File: src/nvr_pkg.sv
// Shared types, codes and the access table for the record sync sequencer.
// No dependencies; nvr_seq and the top-level sequencer import this package.
`default_nettype none

package nvr_pkg;

  localparam int NUM_RECORDS_DEF = 3;
  localparam int ROM_BYTES_DEF   = 21;
  localparam int CNT_W           = 8;   // byte counter, wraps like the chip firmware
  localparam int PTR_W           = 8;   // chip address pointer, same
  localparam logic [7:0] MASK_RESET = 8'h0C;

  // latch bits
  localparam logic [7:0] LAT_CLK = 8'h01;
  localparam logic [7:0] LAT_C2  = 8'h02;
  localparam logic [7:0] LAT_C1  = 8'h04;
  localparam logic [7:0] LAT_SEL = 8'h08;

  localparam logic [CNT_W-1:0] SLOTS_PER_REC = CNT_W'(6);

  typedef enum logic [2:0] {
    REQ_TICK   = 3'd0,
    REQ_START_RD = 3'd1,
    REQ_START_UPD = 3'd2,
    REQ_ERASE_ALL = 3'd3,
    REQ_TBL_WR = 3'd4,
    REQ_TBL_RD = 3'd5
  } req_t;

  typedef enum logic [1:0] {
    MODE_IDLE  = 2'd0,
    MODE_ERASE = 2'd1,
    MODE_WRITE = 2'd2,
    MODE_READ  = 2'd3
  } mode_t;

  typedef enum logic [1:0] {
    ACC_LATCH = 2'd0,
    ACC_ADDR  = 2'd1,
    ACC_REPLY = 2'd2
  } acc_kind_t;

  typedef enum logic [2:0] {
    JOB_NONE,
    JOB_IDLE,
    JOB_ERASE,
    JOB_WRITE,
    JOB_READ,
    JOB_TREAD
  } job_t;

  typedef enum logic [1:0] {
    SQ_IDLE,
    SQ_CLEAR,
    SQ_FETCH,
    SQ_EMIT
  } seq_state_t;

  typedef struct packed {
    acc_kind_t   kind;
    logic [4:0]  addr;
    logic [7:0]  data;
  } acc_t;

  typedef struct packed {
    acc_kind_t   access_kind;
    logic [4:0]  chip_address;
    logic [7:0]  data_value;
    mode_t       mode_now;
    logic [7:0]  bad_records;
    logic        last_of_run;
  } out_item_t;

  // number of items a job emits
  function automatic logic [2:0] job_len(job_t j);
    logic [2:0] n;
    unique case (j)
      JOB_NONE:  n = 3'd0;
      JOB_IDLE:  n = 3'd1;
      JOB_ERASE: n = 3'd3;
      JOB_WRITE: n = 3'd3;
      JOB_READ:  n = 3'd6;
      JOB_TREAD: n = 3'd1;
      default:   n = 3'd0;
    endcase
    return n;
  endfunction

  // k-th access of a job; a = chip address, v = data byte for write/reply
  function automatic acc_t access_of(job_t j, logic [2:0] k, logic [4:0] a, logic [7:0] v);
    acc_t r;
    r = '{kind: ACC_LATCH, addr: 5'd0, data: 8'd0};
    unique case (j)
      JOB_ERASE: begin
        unique case (k)
          3'd0:    r.data = LAT_C1 | LAT_C2;
          3'd1:    r = '{kind: ACC_ADDR, addr: a, data: LAT_C1 | LAT_C2};
          default: r.data = LAT_C1 | LAT_C2 | LAT_SEL;
        endcase
      end
      JOB_WRITE: begin
        unique case (k)
          3'd0:    r = '{kind: ACC_ADDR, addr: a, data: v};
          3'd1:    r.data = LAT_C1;
          default: r.data = LAT_C1 | LAT_SEL;
        endcase
      end
      JOB_READ: begin
        unique case (k)
          3'd0:    r = '{kind: ACC_ADDR, addr: a, data: LAT_SEL};
          3'd1:    r.data = LAT_SEL;
          3'd2:    r.data = LAT_SEL | LAT_CLK;
          3'd3:    r.data = LAT_SEL;
          default: r.data = 8'd0;
        endcase
      end
      JOB_TREAD: r = '{kind: ACC_REPLY, addr: 5'd0, data: v};
      default:   r.data = 8'd0;
    endcase
    return r;
  endfunction

endpackage

`default_nettype wire

File: src/nvr_table_ram.sv
// Record table storage: one write port, one registered read port.
// Per-entry valid bits make unwritten entries read as zero after reset.
// Depends on nothing but its parameter.
`default_nettype none

module nvr_table_ram #(
  parameter int DEPTH = 18,
  localparam int AW = $clog2(DEPTH)
) (
  input  wire logic          clk,
  input  wire logic          rst_n,
  input  wire logic          we,
  input  wire logic [AW-1:0] waddr,
  input  wire logic [7:0]    wdata,
  input  wire logic          re,
  input  wire logic [AW-1:0] raddr,
  output logic [7:0]         rdata_r
);

  logic [7:0]       mem [DEPTH];
  logic [DEPTH-1:0] vld_r;

  always_ff @(posedge clk) begin
    if (we) begin
      mem[waddr] <= wdata;
    end
  end

  always_ff @(posedge clk) begin
    if (!rst_n) begin
      vld_r <= '0;
    end else if (we) begin
      vld_r[waddr] <= 1'b1;
    end
  end

  // read data holds until the next read
  always_ff @(posedge clk) begin
    if (re) begin
      rdata_r <= vld_r[raddr] ? mem[raddr] : 8'd0;
    end
  end

endmodule

`default_nettype wire

File: src/nvr_seq.sv
// Step sequencer: mode/pointer/checksum state, table read-modify-write
// and the access stream. Uses nvr_pkg and instantiates nvr_table_ram.
`default_nettype none

module nvr_seq
  import nvr_pkg::*;
#(
  parameter int NUM_RECORDS = NUM_RECORDS_DEF,
  parameter int ROM_BYTES   = ROM_BYTES_DEF
) (
  input  wire logic       clk,
  input  wire logic       rst_n,
  input  wire logic [7:0] gate_mask,
  input  wire logic       in_valid,
  output logic            in_ready,
  input  wire logic [2:0] in_req_type,
  input  wire logic [7:0] in_tick_count,
  input  wire logic [7:0] in_rom_data,
  input  wire logic [1:0] in_first_changed_record,
  input  wire logic [4:0] in_table_index,
  input  wire logic [7:0] in_table_value,
  output logic            ev_valid,
  input  wire logic       ev_ready,
  output out_item_t       ev
);

  localparam int TABLE_BYTES = 6 * NUM_RECORDS;
  localparam int INIT_BASE   = 3 * NUM_RECORDS;
  localparam int TA_W        = $clog2(TABLE_BYTES);
  localparam int BASE_W      = $clog2(3 * (ROM_BYTES / 7) + 16);
  localparam int SW          = $clog2(TABLE_BYTES + 2 ** BASE_W + 3);

  seq_state_t        state_r, state_nxt;
  mode_t             mode_r, mode_nxt;
  logic [PTR_W-1:0]  ptr_r, ptr_nxt;
  logic [CNT_W-1:0]  cnt_r, cnt_nxt;
  logic [BASE_W-1:0] base_r, base_nxt;
  logic [7:0]        cs_r, cs_nxt;
  logic [7:0]        bad_r, bad_nxt;
  job_t              job_r, job_nxt;
  logic [4:0]        addr_r, addr_nxt;
  logic [7:0]        val_r, val_nxt;
  logic              zero_r, zero_nxt;
  logic              use_ram_r, use_ram_nxt;
  logic              add_cs_r, add_cs_nxt;
  logic [2:0]        k_r, k_nxt;
  logic [2:0]        clr_k_r, clr_k_nxt;
  logic              need_clr;

  logic              ram_we, ram_re;
  logic [TA_W-1:0]   ram_waddr, ram_raddr;
  logic [7:0]        ram_wdata, ram_rdata;

  logic [SW-1:0]     step_slot, clr_slot;
  logic              step_ok, clr_ok, tidx_ok;
  logic [7:0]        fetch_v;
  logic [PTR_W:0]    ptr_inc;
  logic [CNT_W-1:0]  cnt_dec;
  acc_t              acc;
  logic [2:0]        len;

  // table slot k (0..5) of the record at base b
  function automatic logic [SW-1:0] slot_of(logic [2:0] k, logic [BASE_W-1:0] b);
    logic [SW-1:0] ext;
    ext = SW'(b);
    if (k < 3'd3) begin
      return ext + SW'(k);
    end
    return ext + SW'(INIT_BASE) + SW'(k) - SW'(3);
  endfunction

  nvr_table_ram #(.DEPTH(TABLE_BYTES)) u_ram (
    .clk     (clk),
    .rst_n   (rst_n),
    .we      (ram_we),
    .waddr   (ram_waddr),
    .wdata   (ram_wdata),
    .re      (ram_re),
    .raddr   (ram_raddr),
    .rdata_r (ram_rdata)
  );

  assign step_slot = slot_of(cnt_r[2:0], base_r);
  assign step_ok   = step_slot < SW'(TABLE_BYTES);
  assign clr_slot  = slot_of(clr_k_r, base_r);
  assign clr_ok    = clr_slot < SW'(TABLE_BYTES);
  assign tidx_ok   = 6'(in_table_index) < 6'(TABLE_BYTES);
  assign fetch_v   = zero_r ? 8'd0 : ram_rdata;
  assign ptr_inc   = (PTR_W + 1)'(ptr_r) + (PTR_W + 1)'(1);
  assign cnt_dec   = cnt_r - CNT_W'(1);

  // datapath next values and table port
  always_comb begin
    mode_nxt    = mode_r;
    ptr_nxt     = ptr_r;
    cnt_nxt     = cnt_r;
    base_nxt    = base_r;
    cs_nxt      = cs_r;
    bad_nxt     = bad_r;
    job_nxt     = job_r;
    addr_nxt    = addr_r;
    val_nxt     = val_r;
    zero_nxt    = zero_r;
    use_ram_nxt = use_ram_r;
    add_cs_nxt  = add_cs_r;
    k_nxt       = k_r;
    clr_k_nxt   = clr_k_r;
    need_clr    = 1'b0;
    ram_we      = 1'b0;
    ram_waddr   = '0;
    ram_wdata   = 8'd0;
    ram_re      = 1'b0;
    ram_raddr   = '0;

    unique case (state_r)
      SQ_IDLE: begin
        if (in_valid) begin
          job_nxt     = JOB_NONE;
          addr_nxt    = ptr_r[4:0];
          zero_nxt    = 1'b0;
          use_ram_nxt = 1'b0;
          add_cs_nxt  = 1'b0;
          k_nxt       = 3'd0;
          clr_k_nxt   = 3'd0;
          unique case (req_t'(in_req_type))
            REQ_TICK: begin
              if ((in_tick_count & gate_mask) == 8'd0) begin
                unique case (mode_r)
                  MODE_IDLE: job_nxt = JOB_IDLE;
                  MODE_ERASE: begin
                    job_nxt = JOB_ERASE;
                    cnt_nxt = cnt_dec;
                    if (cnt_dec == '0) begin
                      mode_nxt = MODE_WRITE;      // pointer lands back on the start
                    end else begin
                      ptr_nxt = ptr_r - PTR_W'(1);
                    end
                  end
                  MODE_WRITE: begin
                    job_nxt = JOB_WRITE;
                    if (cnt_r >= SLOTS_PER_REC) begin
                      cnt_nxt  = '0;
                      base_nxt = base_r + BASE_W'(3);
                      val_nxt  = cs_r;            // checksum byte
                    end else begin
                      if (cnt_r == '0) begin
                        cs_nxt = 8'd0;
                      end
                      ram_re      = step_ok;
                      ram_raddr   = step_slot[TA_W-1:0];
                      zero_nxt    = !step_ok;
                      use_ram_nxt = 1'b1;
                      add_cs_nxt  = 1'b1;
                      cnt_nxt     = cnt_r + CNT_W'(1);
                    end
                    if (ptr_inc < (PTR_W + 1)'(ROM_BYTES)) begin
                      ptr_nxt = ptr_inc[PTR_W-1:0];
                    end else begin
                      mode_nxt = MODE_IDLE;
                    end
                  end
                  MODE_READ: begin
                    job_nxt = JOB_READ;
                    if (cnt_r >= SLOTS_PER_REC) begin
                      cnt_nxt = '0;
                      if (in_rom_data != cs_r) begin
                        need_clr = 1'b1;
                        if (bad_r != 8'hFF) begin
                          bad_nxt = bad_r + 8'd1;
                        end
                      end else begin
                        base_nxt = base_r + BASE_W'(3);
                      end
                    end else begin
                      ram_we    = step_ok;
                      ram_waddr = step_slot[TA_W-1:0];
                      ram_wdata = in_rom_data;
                      cs_nxt    = ((cnt_r == '0) ? 8'd0 : cs_r) + in_rom_data;
                      cnt_nxt   = cnt_r + CNT_W'(1);
                    end
                    if (ptr_inc < (PTR_W + 1)'(ROM_BYTES)) begin
                      ptr_nxt = ptr_inc[PTR_W-1:0];
                    end else begin
                      mode_nxt = MODE_IDLE;
                    end
                  end
                  default: job_nxt = JOB_NONE;
                endcase
              end
            end
            REQ_START_RD: begin
              if (mode_r != MODE_ERASE) begin
                cnt_nxt  = '0;
                ptr_nxt  = '0;
                base_nxt = '0;
                mode_nxt = MODE_READ;
              end
            end
            REQ_START_UPD: begin
              if (mode_r == MODE_IDLE &&
                  4'(in_first_changed_record) < 4'(NUM_RECORDS)) begin
                mode_nxt = MODE_ERASE;
                ptr_nxt  = PTR_W'(ROM_BYTES - 1);
                if (bad_r != 8'd0) begin
                  cnt_nxt  = CNT_W'(ROM_BYTES);
                  base_nxt = '0;
                  bad_nxt  = 8'd0;
                end else begin
                  cnt_nxt  = CNT_W'(ROM_BYTES) - CNT_W'(8'd7 * 8'(in_first_changed_record));
                  base_nxt = BASE_W'(4'(in_first_changed_record) +
                                     {1'b0, in_first_changed_record, 1'b0});
                end
              end
            end
            REQ_ERASE_ALL: begin
              mode_nxt = MODE_ERASE;
              cnt_nxt  = CNT_W'(ROM_BYTES);
              ptr_nxt  = PTR_W'(ROM_BYTES - 1);
              base_nxt = '0;
              bad_nxt  = 8'd0;
            end
            REQ_TBL_WR: begin
              ram_we    = tidx_ok;
              ram_waddr = TA_W'(in_table_index);
              ram_wdata = in_table_value;
            end
            REQ_TBL_RD: begin
              job_nxt     = JOB_TREAD;
              ram_re      = tidx_ok;
              ram_raddr   = TA_W'(in_table_index);
              zero_nxt    = !tidx_ok;
              use_ram_nxt = 1'b1;
            end
            default: job_nxt = JOB_NONE;
          endcase
        end
      end
      SQ_CLEAR: begin
        // zero the failed record, one slot a cycle
        ram_we    = clr_ok;
        ram_waddr = clr_slot[TA_W-1:0];
        ram_wdata = 8'd0;
        clr_k_nxt = clr_k_r + 3'd1;
      end
      SQ_FETCH: begin
        if (use_ram_r) begin
          val_nxt = fetch_v;
          if (add_cs_r) begin
            cs_nxt = cs_r + fetch_v;
          end
        end
      end
      SQ_EMIT: begin
        if (ev_ready) begin
          k_nxt = k_r + 3'd1;
        end
      end
      default: ;
    endcase
  end

  assign len = job_len(job_r);

  // next state
  always_comb begin
    state_nxt = state_r;
    unique case (state_r)
      SQ_IDLE: begin
        if (in_valid) begin
          if (need_clr) begin
            state_nxt = SQ_CLEAR;
          end else if (job_nxt == JOB_NONE) begin
            state_nxt = SQ_IDLE;
          end else begin
            state_nxt = SQ_FETCH;
          end
        end
      end
      SQ_CLEAR: begin
        if (clr_k_r == 3'd5) begin
          state_nxt = SQ_FETCH;
        end
      end
      SQ_FETCH: state_nxt = SQ_EMIT;
      SQ_EMIT: begin
        if (ev_ready && k_r == len - 3'd1) begin
          state_nxt = SQ_IDLE;
        end
      end
      default: state_nxt = SQ_IDLE;
    endcase
  end

  // outputs
  always_comb begin
    in_ready = (state_r == SQ_IDLE);
    ev_valid = (state_r == SQ_EMIT);
    acc      = access_of(job_r, k_r, addr_r, val_r);
    ev       = '{access_kind:  acc.kind,
                 chip_address: acc.addr,
                 data_value:   acc.data,
                 mode_now:     mode_r,
                 bad_records:  bad_r,
                 last_of_run:  (k_r == len - 3'd1)};
  end

  always_ff @(posedge clk) begin
    if (!rst_n) begin
      state_r <= SQ_IDLE;
      mode_r  <= MODE_IDLE;
      ptr_r   <= '0;
      cnt_r   <= '0;
      base_r  <= '0;
      cs_r    <= 8'd0;
      bad_r   <= 8'd0;
      job_r   <= JOB_NONE;
      k_r     <= 3'd0;
      clr_k_r <= 3'd0;
    end else begin
      state_r <= state_nxt;
      mode_r  <= mode_nxt;
      ptr_r   <= ptr_nxt;
      cnt_r   <= cnt_nxt;
      base_r  <= base_nxt;
      cs_r    <= cs_nxt;
      bad_r   <= bad_nxt;
      job_r   <= job_nxt;
      k_r     <= k_nxt;
      clr_k_r <= clr_k_nxt;
    end
  end

  always_ff @(posedge clk) begin
    addr_r    <= addr_nxt;
    val_r     <= val_nxt;
    zero_r    <= zero_nxt;
    use_ram_r <= use_ram_nxt;
    add_cs_r  <= add_cs_nxt;
  end

endmodule

`default_nettype wire

File: src/nvr_record_sync_sequencer.sv
// Record sync sequencer: mirrors NUM_RECORDS seven-byte records (three score
// bytes, three initials, checksum) between a RAM table and a slow nonvolatile
// chip of ROM_BYTES bytes. Only a tick whose counter ANDed with the gate mask
// (cfg port, reset 0x0C) is zero steps the machine; each step emits its chip
// accesses as out items, the last one flagged with out_last_of_run. An item
// that emits n accesses (n is 1 for an idle step or table read, 3 for
// erase/write, 6 for read) passes a fetch state for the registered read port
// of the table RAM before its accesses go out, each held while the output
// stalls. A read step that finds a bad checksum first zeroes the record's six
// table slots, one table write per cycle. Start commands and table writes
// emit nothing. The next item is taken while the last access still waits in
// the output register. The cfg port is always ready; write it only while idle.
// Depends on nvr_pkg and nvr_seq (which holds the table RAM).
`default_nettype none

module nvram_record_sync_sequencer
  import nvr_pkg::*;
#(
  parameter int NUM_RECORDS = NUM_RECORDS_DEF,
  parameter int ROM_BYTES   = ROM_BYTES_DEF
) (
  input  wire logic       clk,
  input  wire logic       rst_n,
  // gate mask write
  input  wire logic       cfg_valid,
  output logic            cfg_ready,
  input  wire logic [7:0] cfg_data,
  // request items
  input  wire logic       in_valid,
  output logic            in_ready,
  input  wire logic [2:0] in_req_type,
  input  wire logic [7:0] in_tick_count,
  input  wire logic [7:0] in_rom_data,
  input  wire logic [1:0] in_first_changed_record,
  input  wire logic [4:0] in_table_index,
  input  wire logic [7:0] in_table_value,
  // chip access items
  output logic            out_valid,
  input  wire logic       out_ready,
  output logic [1:0]      out_access_kind,
  output logic [4:0]      out_chip_address,
  output logic [7:0]      out_data_value,
  output logic [1:0]      out_mode_now,
  output logic [7:0]      out_bad_records,
  output logic            out_last_of_run
);

  logic [7:0] mask_r;
  logic       out_valid_r;
  out_item_t  out_item_r;
  logic       ev_valid, ev_ready;
  out_item_t  ev;

  assign cfg_ready = 1'b1;

  always_ff @(posedge clk) begin
    if (!rst_n) begin
      mask_r <= MASK_RESET;
    end else if (cfg_valid) begin
      mask_r <= cfg_data;
    end
  end

  nvr_seq #(
    .NUM_RECORDS (NUM_RECORDS),
    .ROM_BYTES   (ROM_BYTES)
  ) u_seq (
    .clk                     (clk),
    .rst_n                   (rst_n),
    .gate_mask               (mask_r),
    .in_valid                (in_valid),
    .in_ready                (in_ready),
    .in_req_type             (in_req_type),
    .in_tick_count           (in_tick_count),
    .in_rom_data             (in_rom_data),
    .in_first_changed_record (in_first_changed_record),
    .in_table_index          (in_table_index),
    .in_table_value          (in_table_value),
    .ev_valid                (ev_valid),
    .ev_ready                (ev_ready),
    .ev                      (ev)
  );

  // Output register: loads whenever it is empty or being drained.
  assign ev_ready = !out_valid_r || out_ready;

  always_ff @(posedge clk) begin
    if (!rst_n) begin
      out_valid_r <= 1'b0;
    end else if (ev_ready) begin
      out_valid_r <= ev_valid;
    end
  end

  always_ff @(posedge clk) begin
    if (ev_ready && ev_valid) begin
      out_item_r <= ev;
    end
  end

  assign out_valid        = out_valid_r;
  assign out_access_kind  = out_item_r.access_kind;
  assign out_chip_address = out_item_r.chip_address;
  assign out_data_value   = out_item_r.data_value;
  assign out_mode_now     = out_item_r.mode_now;
  assign out_bad_records  = out_item_r.bad_records;
  assign out_last_of_run  = out_item_r.last_of_run;

endmodule

`default_nettype wire
File: config.mk
export PLATFORM = sky130hd
export DESIGN_NAME = nvram_record_sync_sequencer
export DESIGN_NICKNAME = d
export VERILOG_FILES = /design/src/nvr_pkg.sv /design/src/nvr_table_ram.sv /design/src/nvr_seq.sv /design/src/nvr_record_sync_sequencer.sv
export SDC_FILE = /design/constraint.sdc
export NUM_CORES = 1
export LEC_CHECK = 0
export ABC_CLOCK_PERIOD_IN_PS = 4800
export CAP_MARGIN = 15
export CORE_ASPECT_RATIO = 2
export CORE_MARGIN = 10
export CORE_UTILIZATION = 58
export DETAILED_ROUTE_END_ITERATION = 8
export DONT_BUFFER_PORTS = 1
export PLACE_DENSITY_LB_ADDON = 0.12
export SLEW_MARGIN = 25
export SYNTH_ARGS = -nofsm -noshare
export SYNTH_HDL_FRONTEND = slang
export SYNTH_SLANG_ARGS = --single-unit
File: constraint.sdc
create_clock -name clk -period 4.8 [get_ports clk]
set_input_delay 0.24 -clock clk [delete_from_list [all_inputs] [get_ports clk]]
set_output_delay 0.24 -clock clk [all_outputs]
set_load 0.01 [all_outputs]
==> flow_metrics.py, run 1 <==
metrics = {
    "grt": {
        "antenna_found_initial": 1,
        "grt.total_usage_pct": 24.3,
        "grt_pass1_vias": 11344,
        "grt_max_degree": 47,
        "overflow": 0,
        "grt_pass1_wl_um": 62300,
    },
    "timing": {
        "slew_viol_final": 0,
        "tns_ns": 0,
        "clock.fmax_ghz": 0.223,
        "setup_viol": 0,
        "fin_skew_ns": 0.0190,
        "period_needed_ns": 4.49,
        "max_slew.worst_pin.slew_ns": 1.06,
        "rsz0062_at_grt": "false",
        "hold_viol": 0,
        "finalCritPeriodShare_pct": 93.6,
        "slew_headroom_pct": 28.8,
    },
    "synth": {
        "syn_area_um2": 14500,
        "ys.flop_type": "edfxtp_1",
        "ys_types": 89,
        "ys_seq_elements": 271,
        "syn_nets": 1531,
        "yosysSeqAreaShare_pct": 50.7,
        "syn_avg_cell_area_um2": 10.3,
        "synth_edf_count": 194,
        "async_reset_ff_share_pct": 0,
        "syn_inst": 1416,
        "yosysWarnings": 0,
    },
    "critical_path": {
        "r2r-end": "u_seq.u_ram.mem[16][0]",
        "worstPathRequired_ns": 5.05,
        "ff2ff_path_depth": 13,
        "path_class": "reg2reg",
        "path_common_cell": "xnor2_1",
        "cp_slowest_stage_delay_ns": 0.52,
        "start_kind": "register",
        "slowest_stage": "dfxtp_1",
        "critPathBufInv": 2,
        "cp-end-kind": "register",
        "crit_arrival_ns": 4.74,
        "endpoint": "u_seq.u_ram.mem[16][0]",
        "crit_chain": "ha_2, xor2_1, xnor2_1, inv_1, fa_1, or3b_2, a31oi_1, xnor2_1, a21o_1, or2_1, or3b_1, nor2_1, buf_4",
        "crit_cells": 13,
        "cpLargestDelayFamily": "simple AND/OR/NAND/NOR gates",
        "r2r_start": "u_seq.base_r[1]",
        "startpoint": "u_seq.base_r[1]",
        "worstPathMaxFanout": 9,
        "reg2reg_slack_ns": 0.31,
    },
    "placed_design": {
        "gp_congestion": 0.975,
        "dp_cells": 1738,
        "dp_hpwl_um": 29400,
        "port_buffers": 0,
    },
    "clock_tree": {
        "cts_tree": "done",
        "clk_latency_ns": 0.55,
        "clk_pin_slew_worst_paths_ns": 0.06,
        "post_cts_buffers": 0,
        "cts_buffers": 25,
        "numClockSinks": 271,
        "cts_root_buffer": "clkbuf_16",
        "ctsLongestPathBuffers": 3,
        "htree_num_levels": 1,
    },
    "floorplanning": {
        "die_w_um": 132,
        "rows": 81,
        "die_h_um": 244,
        "initial_core_util_pct": 59.2,
        "core_um2": 24500,
        "die_area_um2": 32100,
        "io_pins": 76,
    },
    "final_layout": {
        "mostFrequentLayoutCells": "edfxtp_1, nand2_1, nor2_1, a21oi_1",
        "final_common_cell": "edfxtp_1",
        "drive_above_1_share_pct": 9.24,
        "layout.cells.non_filler": 1804,
        "syn2layout_area_growth_pct": 10.8,
        "fin_nets": 1569,
        "antenna_cells_inserted": 0,
    },
    "route": {
        "drt_iter0_markers": 817,
        "drc": 0,
        "ant_nets": 0,
        "wl_um": 40200,
        "via_per_inst": 6.18,
        "first_pass_iters": 7,
        "vias": 11153,
        "detail_route.wl_per_cell_um": 22.3,
    },
    "power_and_ir_drop": {
        "combinationalPowerShare_pct": 19.8,
        "powerDensity_nw_per_um2": 366,
        "p_int_mw": 4.21,
        "irDropWorstVdd_uv": 442,
        "power_leakage_nw": 6.06,
        "p_switching_mw": 1.68,
        "swShare_pct": 28.6,
        "p_seq_share_pct": 46.1,
        "p_clk_share_pct": 34.1,
    },
    "outcome": {
        "status": "finished, final reports clean",
    },
    "worst_hold_path": {
        "worstHoldPathType": "in2reg",
    },
    "job": {
        "drv_cap": 0,
    },
}
-- synth_stat cells (7+ instances only) --
cell	number	area, um2
nor2b_1	24	150
nand3b_1	7	52.6
clkbuf_1	43	161
buf_2	10	50.1
dfxtp_1	77	1540
mux2i_1	41	410
buf_1	8	30.0
a21oi_1	101	505
a22oi_1	26	195
xnor2_1	30	263
nor3_1	43	215
a211oi_1	13	97.6
nand3_1	38	190
a21o_1	13	97.6
edfxtp_1	194	5830
inv_1	56	210
o31ai_1	9	67.6
ha_1	62	776
nand2b_1	24	150
nor2_1	122	458
o21a_1	7	52.6
nand2_1	135	507
o211a_1	10	100
a31oi_1	9	56.3
xor2_1	15	131
and3_1	9	56.3
o211ai_1	7	52.6
nand4_1	15	93.8
mux2_2	7	78.8
and2_1	24	150
o22ai_1	19	119
o21ai_0	77	385
or3_1	16	100
nor4_1	12	75.1
-- worst reg2reg max path: cells and delay by family (launching register included) --
family                     cells  cell delay (ns)
AOI/OAI and AO/OA              2             0.44
xor gates and xnor gates       3             0.64
adders and majority gates      2             0.83
buffers and inverters          2             0.30
DFF                            1             0.52
and+or+nand+nor                4             1.46
-- cell families after synthesis --
family          synth area share (%)
xor+xnor                        2.71
compound gates                  16.1
buf+inv                         3.65
other cells                   0.0258
mux                             3.52
simple gates                    17.0
fa+ha+maj                       6.31
flops                           50.7
-- state kept, by name, summed over array words and instances, names as in the netlist, 2 cells and up --
name,cells
u_seq.u_ram.mem,144
u_seq.val_r,8
u_seq.u_ram.vld_r,18
u_seq.clr_k_r,3
mask_r,8
out_chip_address,5
u_seq.cnt_r,8
u_seq.u_ram.rdata_r,8
out_bad_records,8
out_data_value,8
out_mode_now,2
u_seq.addr_r,5
u_seq.cs_r,8
out_access_kind,2
u_seq.base_r,5
u_seq.job_r,3
u_seq.state_r,2
u_seq.bad_r,8
u_seq.mode_r,2
u_seq.ptr_r,8
u_seq.k_r,3
-- power by group through the flow --
stage / sequential [mW] / combinational, mW / clock (mW)
final: 2.72 / 1.17 / 2.01
after global routing: 2.73 / 1.28 / 2.13
after CTS: 2.71 / 1.15 / 2.03
after detailed placement: 2.77 / 1.13 / 0
after global placement: 2.76 / 1.11 / 0
after floorplan: 2.73 / 0.833 / 0
-- final cells by class --
cell class                 instances  area, um2
fill                            2008       8440
timing repair buffer              79        641
multi-input combinational       1019       6630
clock inverter                    12        136
sequential                       271       7370
clock buffer                      33        676
inverter                          58        218
tap                              332        415
-- worst min-delay path by stage --
stage / startpoint / end / slack (ns) / cells past startpoint
floorplan: cfg_data[2] / mask_r[2] / 0.37 / 2
global placement: rst_n / mask_r[3] / 0.32 / 1
detailed placement: rst_n / mask_r[3] / 0.33 / 1
CTS: in_req_type[2] / u_seq.cnt_r[4] / 0.006 / 4
global route: in_req_type[2] / u_seq.cnt_r[4] / 0.005 / 4
finish: in_req_type[2] / u_seq.cnt_r[4] / 0.03 / 4
-- per-stage QoR --
| stage | util, % | hold slack, ns | cell area [um2] | setup WS [ns] | total power, mW |
|---|---|---|---|---|---|
| after floorplan | - | 0.368 | 14500 | 0.275 | 3.56 |
| after global placement | 61.4 | 0.322 | 15100 | 0.396 | 3.87 |
| after detailed placement | 61.4 | 0.326 | 15100 | 0.313 | 3.89 |
| after CTS | 65.6 | 0.00630 | 16100 | 0.278 | 5.90 |
| after global routing | 65.6 | 0.00503 | 16100 | 0.0371 | 6.14 |
| final | 65.6 | 0.0260 | 16100 | 0.309 | 5.89 |
-- routing by layer --
metal  part of all wire [%]  vias to the layer above  global-route usage (%)
met4                    5.9                        2                    14.8
met2                     56                      333                    47.7
li1                       -                     5271                       -
met3                    4.1                      125                    3.61
met5                  0.042                        -                       0
met1                     34                     5422                    22.7
-- repair_timing --
item / 4_1_cts / 5_1_grt
gates resized for setup: 0 / 2
hold buffers: 21 / 0
setup endpoints to repair: 0 / 88
endpoints found under the hold margin: 36 / 0
No activity file was read; power rests on OpenSTA's default activity.
==> inputs of run 2 (changes only) <==
--- a/config.mk
+++ b/config.mk
@@ -9,11 +9,13 @@
 export CAP_MARGIN = 15
 export CORE_ASPECT_RATIO = 2
 export CORE_MARGIN = 10
-export CORE_UTILIZATION = 58
+export CORE_UTILIZATION = 60
+export CTS_BUF_LIST = sky130_fd_sc_hd__clkbuf_4 sky130_fd_sc_hd__clkbuf_8
 export DETAILED_ROUTE_END_ITERATION = 8
 export DONT_BUFFER_PORTS = 1
 export PLACE_DENSITY_LB_ADDON = 0.12
 export SLEW_MARGIN = 25
 export SYNTH_ARGS = -nofsm -noshare
 export SYNTH_HDL_FRONTEND = slang
+export SYNTH_HIERARCHICAL = 1
 export SYNTH_SLANG_ARGS = --single-unit
==> constraint.sdc (replaced) <==
create_clock -name clk -period 4.8 [get_ports clk]
set_input_delay 0.24 -clock clk [delete_from_list [all_inputs] [get_ports clk]]
set_output_delay 0.24 -clock clk [all_outputs]
set_load 0.1 [all_outputs]
==> run 2 against run 1 <==
Synthesized cell count decreased by 11%. Wire length decreased by 2.8%. Critical path type unchanged. Largest power group unchanged. Utilization increased by 1.3 points. Total power increased by 4.3%. Clock power about the same. Critical path depth increased by 3.
==> flow_metrics.py, run 2 <==
metrics = {
    "route": {
        "via_per_inst": 6.34,
        "detail_route.wl_per_cell_um": 24.1,
        "met1_length_um": 12300,
        "wl_um": 39100,
        "vias": 10268,
        "ant_nets": 0,
        "drt_iter0_markers": 632,
        "top_layer": "met4",
        "drc": 0,
        "wl_met2_um": 22200,
        "dr_wl_met3_um": 1620,
        "first_pass_iters": 5,
    },
    "power_and_ir_drop": {
        "irDropWorstVdd_uv": 406,
        "powerDensity_nw_per_um2": 386,
        "power_leakage_nw": 5.89,
        "finalPower_mw": 6.14,
    },
    "synth": {
        "synth_edf_count": 194,
        "async_reset_ff_share_pct": 0,
        "ys_types": 91,
        "ys.flop_type": "edfxtp_1",
        "syn_area_um2": 14400,
        "ys_seq_elements": 271,
        "post-synth-top-count-cell": "edfxtp_1",
        "yosysSeqAreaShare_pct": 51.1,
        "syn_nets": 1368,
        "yosysWarnings": 6,
        "yosys-top-cells-area": "edfxtp_1, dfxtp_1, ha_1",
        "syn_inst": 1255,
        "synth_top_area_share_pct": 40.4,
        "synth_area_leader_cell": "edfxtp_1",
        "ys_top_cells_by_count": "edfxtp_1, nor2_1, dfxtp_1",
        "syn_avg_cell_area_um2": 11.5,
    },
    "final_layout": {
        "layout.cells.non_filler": 1620,
        "syn2layout_area_growth_pct": 10.4,
        "fillCellCount": 1869,
        "fin_nets": 1413,
        "reg_top3": "u_seq/u_ram/mem (144), u_seq/u_ram/vld_r (18)",
        "final_common_cell": "edfxtp_1",
        "mostFrequentLayoutCells": "edfxtp_1, nor2_1, dfxtp_1, nand2_1",
        "top_register": "u_seq/u_ram/mem",
        "fin_util_pct": 66.8,
        "largest_reg_flops": 144,
        "drive_above_1_share_pct": 13.1,
    },
    "clock_tree": {
        "cts_tree": "done",
        "post_cts_buffers": 0,
        "htree_num_levels": 2,
        "clk_latency_ns": 0.59,
        "cts_buffers": 40,
        "ctsLongestPathBuffers": 3,
        "cts_root_buffer": "clkbuf_8",
        "numClockSinks": 271,
        "clk_pin_slew_worst_paths_ns": 0.08,
    },
    "placed_design": {
        "port_buffers": 0,
        "dp_hpwl_um": 28900,
        "gp_congestion": 0.936,
        "dp_cells": 1523,
    },
    "job": {
        "drv_cap": 0,
    },
    "critical_path": {
        "start_kind": "register",
        "worstPathRequired_ns": 5.10,
        "worstPathMaxFanout": 10,
        "path_class": "reg2reg",
        "cp-end-kind": "register",
        "crit_arrival_ns": 4.67,
    },
    "floorplanning": {
        "rows": 80,
        "core_um2": 23800,
        "io_pins": 76,
        "die_area_um2": 31000,
        "initial_core_util_pct": 60.5,
        "die_w_um": 130,
        "die_h_um": 239,
    },
    "timing": {
        "rsz0062_at_grt": "false",
        "slew_headroom_pct": 30.5,
        "hold_viol": 0,
        "max_slew.worst_pin.slew_ns": 1.04,
        "finalCritPeriodShare_pct": 91.2,
        "fin_skew_ns": 0.0313,
        "slew_viol_final": 0,
        "clock.fmax_ghz": 0.228,
        "hold_slack_ns": 0.0230,
        "period_needed_ns": 4.38,
        "tns_ns": 0,
        "setup_viol": 0,
    },
    "worst_hold_path": {
        "worstHoldPathType": "in2reg",
    },
    "outcome": {
        "status": "finished, final reports clean",
    },
    "grt": {
        "grt.total_usage_pct": 25.8,
        "grt_pass1_vias": 10617,
        "overflow": 0,
        "grt_pass1_wl_um": 60400,
        "antenna_found_initial": 1,
        "grt_max_degree": 56,
    },
}
run 2: cell types whose count changed after synthesis, moves of 18 or more:
| cell | previous run | this run |
|---|---|---|
| a22oi_1 | 26 | 50 |
| nor3_1 | 43 | 21 |
| o21a_1 | 7 | 26 |
| nor2_1 | 122 | 93 |
| mux2_2 | 7 | 29 |
| a21oi_1 | 101 | 50 |
| nand3_1 | 38 | 20 |
| mux2i_1 | 41 | 59 |
| nand2_1 | 135 | 73 |
| o21ai_0 | 77 | 48 |
run 2: metrics by stage:
step	cell area, um2	worst slack [ns]
final	15900	0.423
after CTS	15900	0.356
after detailed placement	14800	0.376
after global routing	15900	0.0591
after global placement	14800	0.518
after floorplan	14400	0.567
run 2: metal layers:
metal | vias to the layer above | GRT usage, %
li1 | 4822 | -
met1 | 5004 | 23.4
met2 | 308 | 49.1
met3 | 134 | 4.34
met4 | 0 | 18.3
met5 | - | 0
run 2: report_power, final:
group	total, mW	internal, mW	switching (mW)
clock network	2.02	1.09	0.934
registers	2.88	2.64	0.242
logic	1.24	0.461	0.780
run 2: worst paths after layout:
kind | startpoint | end | slack, ns | cells after the start
setup / recovery | u_seq/base_r[0] | u_seq/u_ram/mem[4][3] | 0.42 | 16
hold / removal | rst_n | mask_r[7] | 0.02 | 2
setup reg to reg | u_seq/base_r[0] | u_seq/u_ram/mem[4][3] | 0.42 | 16
hold reg to reg | u_seq/u_ram/vld_r[6] | u_seq/u_ram/vld_r[6] | 0.46 | 1
run 2: critical path, stage by stage, from the launching register on:
cell and delay [ns]:
dfxtp_1 0.52, ha_1 0.37, xor2_1 0.18, buf_4 0.17, xnor2_1 0.15, inv_1 0.09
fa_1 0.53, nand2_1 0.12, mux2i_1 0.08, o221ai_1 0.23, xnor2_1 0.09, a32oi_1 0.27
o2111ai_1 0.15, nand3_1 0.19, or3b_2 0.58, nor2_1 0.16, buf_4 0.19
run 2: kinds of logic after synthesis:
family          synth area share [%]
simple gates                    12.5
compound gates                  14.4
flops                           51.1
buf+inv                         3.94
mux                             9.56
fa+ha+maj                       6.18
xor+xnor                        2.37
other cells                   0.0260
run 2: area by class of cell:
cell class	count	area (um2)	area share (%)
antenna	1	2.50	0.0157
clock buffer	48	617	3.87
clock inverter	26	254	1.59
inverter	58	218	1.37
multi-input combinational	858	6500	40.8
sequential	271	7370	46.3
tap	287	359	2.25
timing repair buffer	71	606	3.80
run 2: repair_timing:
| item | 4_1_cts | 5_1_grt |
|---|---|---|
| hold buffers | 22 | 0 |
| gates resized for setup | 0 | 1 |
| endpoints found under the hold margin | 61 | 0 |
| setup endpoints to repair | 0 | 40 |
